File: config.mk
export PLATFORM = sky130hd
export DESIGN_NAME = joint_homing_slew_limiter
export DESIGN_NICKNAME = d
export VERILOG_FILES = /design/src/design/jhsl_pkg.sv /design/src/design/joint_homing_slew_limiter.sv /design/src/design/jhsl_ram.sv /design/src/design/jhsl_front.sv /design/src/design/jhsl_fifo.sv /design/src/design/jhsl_back.sv
export SDC_FILE = /design/constraint.sdc
export NUM_CORES = 2
export LEC_CHECK = 0
export ABC_AREA = 1
export BUFFER_PORTS_ARGS = -buffer_cell sky130_fd_sc_hd__buf_2
export CAP_MARGIN = 20
export CORE_MARGIN = 1.5
export CORE_UTILIZATION = 65
export CTS_CLUSTER_DIAMETER = 50
export DETAILED_ROUTE_END_ITERATION = 7
export PLACE_DENSITY = 0.82
export SYNTH_ARGS = -nofsm -noshare
export SYNTH_HDL_FRONTEND = slang
export SYNTH_HIERARCHICAL = 1
export SYNTH_SLANG_ARGS = --single-unit
File: constraint.sdc
create_clock -name clk -period 12.7 [get_ports clk]
set_clock_uncertainty 0.2 [all_clocks]
set_input_delay 1.27 -clock clk [delete_from_list [all_inputs] [get_ports clk]]
set_output_delay 1.27 -clock clk [all_outputs]
set_load 0.02 [all_outputs]
File: src/design/jhsl_pkg.sv
// shared types, codes and defaults of the joint homing slew limiter
// no dependencies
`default_nettype none

package jhsl_pkg;

	localparam int JOINTS_DEF    = 32;
	localparam int POS_WIDTH_DEF = 16;
	localparam int QUEUE_DEPTH   = 2;
	// wide enough for any difference or sum of positions up to 32 bits
	localparam int CALC_W        = 34;

	localparam int CFG_W       = 15;
	localparam int JC_W        = 6;
	localparam int MAX_OUT     = 32;

	localparam logic [CFG_W-1:0] MAX_STEP_RST  = 15'd0;
	localparam logic [CFG_W-1:0] PRECISION_RST = 15'd82;  // 0.02 rad in q3.12
	localparam logic [JC_W-1:0]  JC_RST        = 6'd32;

	typedef enum logic [1:0] {
		REG_MAX_STEP  = 2'd0,
		REG_PRECISION = 2'd1,
		REG_JOINT_CNT = 2'd2
	} reg_idx_t;

	typedef enum logic [1:0] {
		OP_WR_TARGET = 2'd0,
		OP_LD_POS    = 2'd1,
		OP_HOME      = 2'd2,
		OP_TICK      = 2'd3
	} op_t;

	typedef enum logic [1:0] {
		MODE_READY  = 2'd0,
		MODE_MOVING = 2'd1,
		MODE_HOME   = 2'd2
	} mode_t;

	localparam logic KIND_CMD    = 1'b0;
	localparam logic KIND_STATUS = 1'b1;

	typedef struct packed {
		logic [CFG_W-1:0] max_step;
		logic [CFG_W-1:0] precision;
		logic [JC_W-1:0]  joint_count;
	} cfg_t;

	// classified item as it travels through the queue
	typedef struct packed {
		logic               wr_tgt;
		logic               wr_pos;
		logic               start;
		logic               tick;
		logic [4:0]         joint;
		logic signed [15:0] value;
	} fe_item_t;

endpackage

`default_nettype wire

File: src/design/joint_homing_slew_limiter.sv
// joint homing slew limiter, top level: config registers, front end, queue, back end
// depends on jhsl_pkg, jhsl_front, jhsl_fifo, jhsl_back
//
// channel   direction  handshake             payload
// in        to block   in_valid / in_stall   opcode, joint, value
// out       from block out_valid / out_stall kind, joint_index, position, mode, last
// cfg       to block   cfg_we                cfg_index, cfg_data
//
// writes, loads and start homing pass the front register and the queue to the idle back end
// a tick while moving checks joints until one is off goal (one joint per cycle, one ram read
// port per table); if one is off goal, it steps every joint in use, one per cycle unless stalled
// reset is asynchronous; targets read as zero until written, positions are undefined until loaded
// a stalled output holds the step sequencer; the front keeps accepting until the queue fills
`default_nettype none

module joint_homing_slew_limiter #(
	parameter int JOINTS    = jhsl_pkg::JOINTS_DEF,
	parameter int POS_WIDTH = jhsl_pkg::POS_WIDTH_DEF
) (
	input  wire logic                       clk,
	input  wire logic                       arst_n,
	input  wire logic                       in_valid,
	output logic                            in_stall,
	input  wire logic [1:0]                 opcode,
	input  wire logic [4:0]                 joint,
	input  wire logic signed [15:0]         value,
	output logic                            out_valid,
	input  wire logic                       out_stall,
	output logic                            kind,
	output logic [4:0]                      joint_index,
	output logic signed [15:0]              position,
	output logic [1:0]                      mode,
	output logic                            last,
	input  wire logic                       cfg_we,
	input  wire logic [1:0]                 cfg_index,
	input  wire logic [jhsl_pkg::CFG_W-1:0] cfg_data
);
	import jhsl_pkg::*;

	cfg_t     cfg_q;
	logic     push;
	fe_item_t push_item;
	logic     q_full;
	logic     q_not_empty;
	logic     pop;
	fe_item_t q_item;

	always_ff @(posedge clk or negedge arst_n) begin
		if (!arst_n) begin
			cfg_q.max_step    <= MAX_STEP_RST;
			cfg_q.precision   <= PRECISION_RST;
			cfg_q.joint_count <= JC_RST;
		end else if (cfg_we) begin
			unique case (cfg_index)
				REG_MAX_STEP:  cfg_q.max_step    <= cfg_data;
				REG_PRECISION: cfg_q.precision   <= cfg_data;
				REG_JOINT_CNT: cfg_q.joint_count <= cfg_data[JC_W-1:0];
				default:       cfg_q             <= cfg_q;
			endcase
		end
	end

	jhsl_front #(.JOINTS(JOINTS)) u_front (
		.clk       (clk),
		.arst_n    (arst_n),
		.in_valid  (in_valid),
		.in_stall  (in_stall),
		.opcode    (opcode),
		.joint     (joint),
		.value     (value),
		.push      (push),
		.push_item (push_item),
		.q_full    (q_full)
	);

	jhsl_fifo #(.WIDTH($bits(fe_item_t)), .DEPTH(QUEUE_DEPTH)) u_queue (
		.clk       (clk),
		.arst_n    (arst_n),
		.push      (push),
		.wdata     (push_item),
		.full      (q_full),
		.pop       (pop),
		.rdata     (q_item),
		.not_empty (q_not_empty)
	);

	jhsl_back #(.JOINTS(JOINTS), .POS_WIDTH(POS_WIDTH)) u_back (
		.clk         (clk),
		.arst_n      (arst_n),
		.cfg         (cfg_q),
		.item_valid  (q_not_empty),
		.item        (q_item),
		.pop         (pop),
		.out_valid   (out_valid),
		.out_stall   (out_stall),
		.kind        (kind),
		.joint_index (joint_index),
		.position    (position),
		.mode        (mode),
		.last        (last)
	);

endmodule

`default_nettype wire

File: src/design/jhsl_ram.sv
// generic single-write, single-read ram with registered read data
// no dependencies
`default_nettype none

module jhsl_ram #(
	parameter int WIDTH = 16,
	parameter int DEPTH = 32
) (
	input  wire logic                                clk,
	input  wire logic                                we,
	input  wire logic [(DEPTH > 1 ? $clog2(DEPTH) : 1)-1:0] waddr,
	input  wire logic [WIDTH-1:0]                    wdata,
	input  wire logic [(DEPTH > 1 ? $clog2(DEPTH) : 1)-1:0] raddr,
	output logic      [WIDTH-1:0]                    rdata
);

	logic [WIDTH-1:0] mem_q [DEPTH];

	always_ff @(posedge clk) begin
		if (we) begin
			mem_q[waddr] <= wdata;
		end
		rdata <= mem_q[raddr];
	end

endmodule

`default_nettype wire

File: src/design/jhsl_front.sv
// front end: takes input transfers, decodes the opcode, checks the joint range
// depends on jhsl_pkg
`default_nettype none

module jhsl_front #(
	parameter int JOINTS = 32
) (
	input  wire logic                clk,
	input  wire logic                arst_n,
	input  wire logic                in_valid,
	output logic                     in_stall,
	input  wire logic [1:0]          opcode,
	input  wire logic [4:0]          joint,
	input  wire logic signed [15:0]  value,
	output logic                     push,
	output jhsl_pkg::fe_item_t       push_item,
	input  wire logic                q_full
);
	import jhsl_pkg::*;

	logic     fe_v_s1;
	fe_item_t fe_item_s1;
	fe_item_t dec;
	logic     in_range;
	logic     accept;

	assign in_range = (32'(joint) < JOINTS);

	always_comb begin
		dec        = '0;
		dec.joint  = joint;
		dec.value  = value;
		unique case (opcode)
			OP_WR_TARGET: dec.wr_tgt = in_range;
			OP_LD_POS:    dec.wr_pos = in_range;
			OP_HOME:      dec.start  = 1'b1;
			OP_TICK:      dec.tick   = 1'b1;
			default:      dec        = '0;
		endcase
	end

	assign in_stall  = fe_v_s1 && q_full;
	assign accept    = in_valid && !in_stall;
	assign push      = fe_v_s1 && !q_full;
	assign push_item = fe_item_s1;

	always_ff @(posedge clk or negedge arst_n) begin
		if (!arst_n) begin
			fe_v_s1 <= 1'b0;
		end else begin
			if (accept) begin
				fe_v_s1    <= 1'b1;
				fe_item_s1 <= dec;
			end else if (push) begin
				fe_v_s1 <= 1'b0;
			end
		end
	end

endmodule

`default_nettype wire

File: src/design/jhsl_fifo.sv
// short queue between front and back end
// depends on nothing but its parameters
`default_nettype none

module jhsl_fifo #(
	parameter int WIDTH = 8,
	parameter int DEPTH = 2
) (
	input  wire logic             clk,
	input  wire logic             arst_n,
	input  wire logic             push,
	input  wire logic [WIDTH-1:0] wdata,
	output logic                  full,
	input  wire logic             pop,
	output logic      [WIDTH-1:0] rdata,
	output logic                  not_empty
);

	localparam int AW = (DEPTH > 1) ? $clog2(DEPTH) : 1;
	localparam int CW = $clog2(DEPTH + 1);

	logic [WIDTH-1:0] mem_q [DEPTH];
	logic [AW-1:0]    wr_ptr_q;
	logic [AW-1:0]    rd_ptr_q;
	logic [CW-1:0]    count_q;
	logic             do_push;
	logic             do_pop;

	assign full      = (count_q == CW'(DEPTH));
	assign not_empty = (count_q != '0);
	assign do_push   = push && !full;
	assign do_pop    = pop && not_empty;
	assign rdata     = mem_q[rd_ptr_q];

	always_ff @(posedge clk or negedge arst_n) begin
		if (!arst_n) begin
			wr_ptr_q <= '0;
			rd_ptr_q <= '0;
			count_q  <= '0;
		end else begin
			if (do_push) begin
				mem_q[wr_ptr_q] <= wdata;
				wr_ptr_q <= (wr_ptr_q == AW'(DEPTH - 1)) ? '0 : wr_ptr_q + 1'b1;
			end
			if (do_pop) begin
				rd_ptr_q <= (rd_ptr_q == AW'(DEPTH - 1)) ? '0 : rd_ptr_q + 1'b1;
			end
			if (do_push && !do_pop) begin
				count_q <= count_q + 1'b1;
			end else if (do_pop && !do_push) begin
				count_q <= count_q - 1'b1;
			end
		end
	end

endmodule

`default_nettype wire

File: src/design/jhsl_back.sv
// back end: table writes, goal check and slew-limited step, result register
// depends on jhsl_pkg and jhsl_ram
`default_nettype none

module jhsl_back #(
	parameter int JOINTS    = 32,
	parameter int POS_WIDTH = 16
) (
	input  wire logic                clk,
	input  wire logic                arst_n,
	input  wire jhsl_pkg::cfg_t      cfg,
	input  wire logic                item_valid,
	input  wire jhsl_pkg::fe_item_t  item,
	output logic                     pop,
	output logic                     out_valid,
	input  wire logic                out_stall,
	output logic                     kind,
	output logic [4:0]               joint_index,
	output logic signed [15:0]       position,
	output logic [1:0]               mode,
	output logic                     last
);
	import jhsl_pkg::*;

	localparam int IW  = (JOINTS > 1) ? $clog2(JOINTS) : 1;
	localparam int LIM = (JOINTS < MAX_OUT) ? JOINTS : MAX_OUT;
	localparam logic signed [CALC_W-1:0] POS_HI =
		CALC_W'((64'sd1 <<< (POS_WIDTH - 1)) - 64'sd1);
	localparam logic signed [CALC_W-1:0] POS_LO = -POS_HI - 1;

	typedef enum logic [1:0] {
		ST_IDLE,
		ST_CHECK,
		ST_STEP
	} state_t;

	state_t                       state_q;
	mode_t                        mode_q;
	logic [IW-1:0]                idx_q;
	logic [IW-1:0]                idx_d;
	logic [JOINTS-1:0]            tgt_valid_q;

	logic                         out_valid_q;
	logic                         kind_q;
	logic [4:0]                   joint_index_q;
	logic signed [15:0]           position_q;
	logic [1:0]                   mode_out_q;
	logic                         last_q;

	logic                         out_free;
	logic                         out_load;
	logic                         tgt_we;
	logic                         pos_we;
	logic [IW-1:0]                item_addr;
	logic [IW-1:0]                pos_waddr;
	logic signed [POS_WIDTH-1:0]  pos_wdata;
	logic signed [POS_WIDTH-1:0]  tgt_rd;
	logic signed [POS_WIDTH-1:0]  pos_rd;
	logic signed [POS_WIDTH-1:0]  tgt_eff;
	logic signed [POS_WIDTH-1:0]  val_sat;
	logic signed [POS_WIDTH-1:0]  new_pos;

	logic signed [CALC_W-1:0]     val_w;
	logic signed [CALC_W-1:0]     tgt_w;
	logic signed [CALC_W-1:0]     pos_w;
	logic signed [CALC_W-1:0]     dist_w;
	logic signed [CALC_W-1:0]     abs_w;
	logic signed [CALC_W-1:0]     prec_w;
	logic signed [CALC_W-1:0]     lim_w;
	logic signed [CALC_W-1:0]     delta_w;
	logic signed [CALC_W-1:0]     dcl_w;
	logic signed [CALC_W-1:0]     sum_w;
	logic signed [CALC_W-1:0]     new_w;
	logic                         at_goal;
	logic                         at_last;
	logic [JC_W-1:0]              n_use;
	logic [IW-1:0]                last_idx;

	// joints in use: zero acts as one, clamp to the table size or MAX_OUT, whichever is less
	always_comb begin
		if (cfg.joint_count == '0) begin
			n_use = JC_W'(1);
		end else if (cfg.joint_count > JC_W'(LIM)) begin
			n_use = JC_W'(LIM);
		end else begin
			n_use = cfg.joint_count;
		end
	end
	assign last_idx = IW'(n_use - JC_W'(1));
	assign at_last  = (idx_q == last_idx);

	// input value saturated into the stored width
	assign val_w   = CALC_W'(signed'(item.value));
	assign val_sat = (val_w > POS_HI) ? POS_WIDTH'(POS_HI) :
	                 (val_w < POS_LO) ? POS_WIDTH'(POS_LO) : POS_WIDTH'(val_w);

	// never-written targets read as zero
	assign tgt_eff = tgt_valid_q[idx_q] ? tgt_rd : '0;
	assign tgt_w   = CALC_W'(tgt_eff);
	assign pos_w   = CALC_W'(pos_rd);

	assign dist_w  = pos_w - tgt_w;
	assign abs_w   = (dist_w < 0) ? -dist_w : dist_w;
	assign prec_w  = {{(CALC_W - CFG_W){1'b0}}, cfg.precision};
	assign at_goal = (abs_w <= prec_w);

	assign lim_w   = {{(CALC_W - CFG_W){1'b0}}, cfg.max_step};
	assign delta_w = tgt_w - pos_w;
	assign dcl_w   = (delta_w > lim_w) ? lim_w : (delta_w < -lim_w) ? -lim_w : delta_w;
	assign sum_w   = pos_w + dcl_w;
	assign new_pos = (sum_w > POS_HI) ? POS_WIDTH'(POS_HI) :
	                 (sum_w < POS_LO) ? POS_WIDTH'(POS_LO) : POS_WIDTH'(sum_w);
	assign new_w   = CALC_W'(new_pos);

	assign out_free  = !out_valid_q || !out_stall;
	assign item_addr = IW'(item.joint);

	always_comb begin
		pop       = 1'b0;
		tgt_we    = 1'b0;
		pos_we    = 1'b0;
		out_load  = 1'b0;
		pos_waddr = item_addr;
		pos_wdata = val_sat;
		idx_d     = idx_q;
		unique case (state_q)
			ST_IDLE: begin
				idx_d  = '0;
				pop    = item_valid;
				tgt_we = item_valid && item.wr_tgt;
				pos_we = item_valid && item.wr_pos;
			end
			ST_CHECK: begin
				out_load = at_goal && at_last && out_free;
				// the ram reads idx_d, so its data next cycle belongs to idx_q
				if (!at_goal) begin
					idx_d = '0;
				end else if (!at_last) begin
					idx_d = idx_q + 1'b1;
				end
			end
			ST_STEP: begin
				if (out_free) begin
					out_load  = 1'b1;
					pos_we    = 1'b1;
					pos_waddr = idx_q;
					pos_wdata = new_pos;
					idx_d     = at_last ? '0 : idx_q + 1'b1;
				end
			end
			default: idx_d = '0;
		endcase
	end

	jhsl_ram #(.WIDTH(POS_WIDTH), .DEPTH(JOINTS)) u_tgt_ram (
		.clk   (clk),
		.we    (tgt_we),
		.waddr (item_addr),
		.wdata (val_sat),
		.raddr (idx_d),
		.rdata (tgt_rd)
	);

	jhsl_ram #(.WIDTH(POS_WIDTH), .DEPTH(JOINTS)) u_pos_ram (
		.clk   (clk),
		.we    (pos_we),
		.waddr (pos_waddr),
		.wdata (pos_wdata),
		.raddr (idx_d),
		.rdata (pos_rd)
	);

	always_ff @(posedge clk or negedge arst_n) begin
		if (!arst_n) begin
			state_q     <= ST_IDLE;
			mode_q      <= MODE_READY;
			idx_q       <= '0;
			tgt_valid_q <= '0;
			out_valid_q <= 1'b0;
		end else begin
			idx_q <= idx_d;
			if (out_load) begin
				out_valid_q <= 1'b1;
			end else if (!out_stall) begin
				out_valid_q <= 1'b0;
			end
			unique case (state_q)
				ST_IDLE: begin
					if (tgt_we) begin
						tgt_valid_q[item_addr] <= 1'b1;
					end
					if (item_valid && item.start) begin
						mode_q <= MODE_MOVING;
					end
					if (item_valid && item.tick && mode_q == MODE_MOVING) begin
						state_q <= ST_CHECK;
					end
				end
				ST_CHECK: begin
					if (!at_goal) begin
						state_q <= ST_STEP;
					end else if (at_last && out_free) begin
						mode_q        <= MODE_HOME;
						kind_q        <= KIND_STATUS;
						joint_index_q <= '0;
						position_q    <= '0;
						mode_out_q    <= MODE_HOME;
						last_q        <= 1'b1;
						state_q       <= ST_IDLE;
					end
				end
				ST_STEP: begin
					if (out_free) begin
						kind_q        <= KIND_CMD;
						joint_index_q <= 5'(idx_q);
						position_q    <= new_w[15:0];
						mode_out_q    <= MODE_MOVING;
						last_q        <= at_last;
						if (at_last) begin
							state_q <= ST_IDLE;
						end
					end
				end
				default: state_q <= ST_IDLE;
			endcase
		end
	end

	assign out_valid   = out_valid_q;
	assign kind        = kind_q;
	assign joint_index = joint_index_q;
	assign position    = position_q;
	assign mode        = mode_out_q;
	assign last        = last_q;

endmodule

`default_nettype wire

==> impl_metrics.py <==
metrics = {
    "clock_network": {
        "ctsResizeCount": 0,
        "clk_latency_ps": 760,
        "h-tree-depth": 3,
        "post_cts_buffers": 0,
        "cts_buffers": 118,
        "hold_buffers": 0,
        "cts_root_buffer": "clkbuf_16",
        "clkSinkCount": 1238,
        "tritoncts": "done",
        "clk_pin_slew_worst_paths_ps": 70,
        "ctsLongestPathBuffers": 3,
    },
    "sta": {
        "rsz0062_at_grt": "false",
        "tns_ps": 0,
        "min_period_ps": 10180,
        "slew_headroom": 0.212,
        "slew_violations": 0,
        "finalSetupViolations": 0,
        "fmax_ghz": 0.0982,
        "timing.final.crit_share": 0.802,
        "finalHoldViolations": 0,
        "worst_slew_pin_slew_ps": 1180,
    },
    "synthesis": {
        "muxShareOfSynthArea": 0,
        "ys.flop_type": "edfxtp_1",
        "synth_edf_count": 1123,
        "synthSimpleGateAreaFrac": 0.248,
        "synth-seq-cells": 1238,
        "synth-seq-area-share": 0.630,
        "synthCells": 5708,
        "synth_nets": 5881,
        "synthXorXnorAreaFrac": 0.0105,
        "syn-cell-area_um2": 57800,
        "syn_avg_cell_area_um2": 10.1,
        "ys_async_sr_fraction": 0.0670,
        "synth_compound_area_frac": 0.0277,
        "ys_warn_count": 6,
        "synth_top_family_by_area": "simple AND/OR/NAND/NOR gates",
        "synthAdderAreaFrac": 0.0281,
        "synth_cell_type_count": 61,
    },
    "layout": {
        "drive_gt1_frac": 0.0784,
        "final_common_cell": "nand2_1",
        "syn2layout_area_growth_pct": 8.34,
        "final_cell_mix": "2088 x nand2_1, 1123 x edfxtp_1, 943 x nand3_1",
        "fin_nets": 5899,
    },
    "critical_path": {
        "r2r_end": "u_back/u_pos_ram/mem_q[11][2]$_DFFE_PP_",
        "timing.rr.start": "u_back/idx_q[0]$_DFF_PN0_",
        "path_common_cell": "nand2_1",
        "slowest_delay_ps": 710,
        "startpoint": "u_back/idx_q[0]$_DFF_PN0_",
        "cpMaxStageDelayCell": "dfrtp_1",
        "ff2ff_setup_slack_ps": 2520,
        "r2r_cells": 56,
        "worstPathArrival_ps": 10390,
        "required_ps": 12910,
        "cp-end-kind": "register",
        "critPathKind": "register to register",
        "critPathMaxFanout": 32,
        "worst_setup_path_start_kind": "register",
    },
    "die": {
        "core_um2": 88200,
        "die_x_um": 301,
        "dieArea_um2": 90700,
        "row_count": 109,
        "die_h_um": 301,
        "io_pins": 72,
        "initial_core_util": 0.655,
    },
    "grt": {
        "grt_usage": 0.351,
        "overflow": 0,
        "use_met1": 0.447,
        "grt_pass1_vias": 41400,
        "grt.met2_usage": 0.561,
        "grt_pass1_wl_um": 239000,
        "grt_max_degree": 140,
        "use_met3": 0.0707,
        "grt_antenna_before_repair": 4,
        "grt-busiest-layer": "met2",
    },
    "run_status": {
        "status": "finished clean",
    },
    "placement": {
        "hpwlAfterDp_um": 96700,
        "gp_congestion": 0.940,
        "portBuffers": 71,
    },
    "drt": {
        "firstDrtPassIters": 7,
        "wire_per_inst_um": 22.9,
        "drt-initial-drc-count": 6437,
        "routed_wl_um": 160000,
        "num_vias": 43100,
        "viasPerCell": 6.16,
        "ant_nets": 0,
        "drcViolationCount": 0,
    },
    "worst_hold_path": {
        "holdPathEnd": "u_queue/mem_q[0][15]$_DFFE_PP_",
        "hold_path.startpoint": "u_front/push_item[15]$_DFFE_PP_",
        "min_path_cells": 0,
        "hp-class": "register to register",
    },
    "run": {
        "cap_violations": 0,
    },
}
[stage by stage]
step	utilization	hold slack (ps)	area, um2	instances	setup WS (ps)
floorplan	-	218	57800	5708	4910
global placement	0.665	228	58700	6769	2680
detailed placement	0.665	230	58700	6770	2710
CTS	0.710	244	62600	6993	2690
global route	0.710	258	62600	6994	1390
finish	0.710	247	62600	6995	2520
[registers in the layout (all words and copies together), names as in the netlist, 5 cells and up]
signal	cells
cfg_q	36
u_back/idx_q	5
u_back/joint_index	5
u_back/position	16
u_back/tgt_valid_q	32
u_back/u_pos_ram/mem_q	512
u_back/u_pos_ram/rdata	16
u_back/u_tgt_ram/mem_q	512
u_back/u_tgt_ram/rdata	16
u_front/push_item	25
u_queue/mem_q	50
[area by class of cell]
| type | instances | area, um2 |
|---|---|---|
| sequential | 1238 | 36400 |
| fill | 5903 | 25600 |
| multi-input combinational | 3850 | 18200 |
| clock buffer | 143 | 3100 |
| tap | 1165 | 1460 |
| timing repair buffer | 186 | 1300 |
| inverter | 332 | 1270 |
| clock inverter | 80 | 833 |
| antenna | 1 | 2.50 |
[cells in the mapped netlist (3+ instances only)]
cell type / instances / area (um2)
nand3_2: 3 / 30.0
nand4_1: 53 / 332
o211ai_1: 12 / 90.1
xor2_1: 54 / 473
fa_1: 3 / 60.1
or2_2: 16 / 100
dfstp_2: 4 / 105
nand2_8: 3 / 60.1
o21ai_0: 69 / 345
inv_4: 3 / 18.8
nor2_2: 6 / 37.5
nor4_1: 4 / 25.0
buf_4: 72 / 541
xnor2_1: 12 / 105
a21boi_0: 4 / 30.0
nand2_1: 2088 / 7840
nand3b_1: 8 / 60.1
nand2_4: 3 / 33.8
clkbuf_1: 69 / 259
dfxtp_1: 32 / 641
a211oi_1: 4 / 30.0
nor2_1: 210 / 788
o21a_1: 3 / 22.5
inv_2: 9 / 33.8
a21oi_1: 116 / 581
buf_2: 81 / 405
ha_1: 125 / 1560
nor3_1: 14 / 70.1
o22ai_1: 3 / 18.8
a21oi_2: 12 / 105
o21bai_1: 30 / 225
and2_1: 7 / 43.8
nand3_1: 943 / 4720
edfxtp_1: 1123 / 33700
buf_1: 4 / 15.0
dfrtp_1: 79 / 1980
a21o_1: 5 / 37.5
nand2_2: 14 / 87.6
o21ai_1: 7 / 35.0
inv_1: 317 / 1190
buf_6: 58 / 653
[cell families (layout without fill, tap and decap cells)]
logic type,Yosys count,after routing
buffers and inverters,620,741
DFF,1238,1238
and+or+nand+nor,3381,3381
xor gates and xnor gates,67,67
adders and majority gates,128,128
other,0,1
AOI/OAI and AO/OA,274,274
[critical path: cells and delay by family (launching register included)]
family | cells | cell delay, ps
compound gates | 8 | 1370
xor+xnor | 1 | 350
buf+inv | 6 | 1700
flops | 1 | 710
fa+ha+maj | 4 | 1390
simple gates | 37 | 4120
[routing by layer]
metal,share of wire,vias up
met1,0.35,20200
met5,0.00016,-
met4,0.066,4
met3,0.12,604
met2,0.47,2829
li1,-,19400
[worst max-delay path by stage]
stage	to	slack (ps)	cells after the start
2_1_floorplan	u_back/u_pos_ram/mem_q[0][10]$_DFFE_PP_	4910	62
3_3_place_gp	u_back/u_pos_ram/mem_q[14][7]$_DFFE_PP_	2680	55
3_5_place_dp	u_back/u_pos_ram/mem_q[29][2]$_DFFE_PP_	2710	57
4_1_cts	u_back/u_pos_ram/mem_q[11][2]$_DFFE_PP_	2690	57
5_1_grt	u_back/u_pos_ram/mem_q[11][2]$_DFFE_PP_	1390	57
6_report	u_back/u_pos_ram/mem_q[11][2]$_DFFE_PP_	2520	56
Power is left out: the tool's default activity adds up to more than one toggle a clock period on the data nets, which glitch-free logic cannot reach.
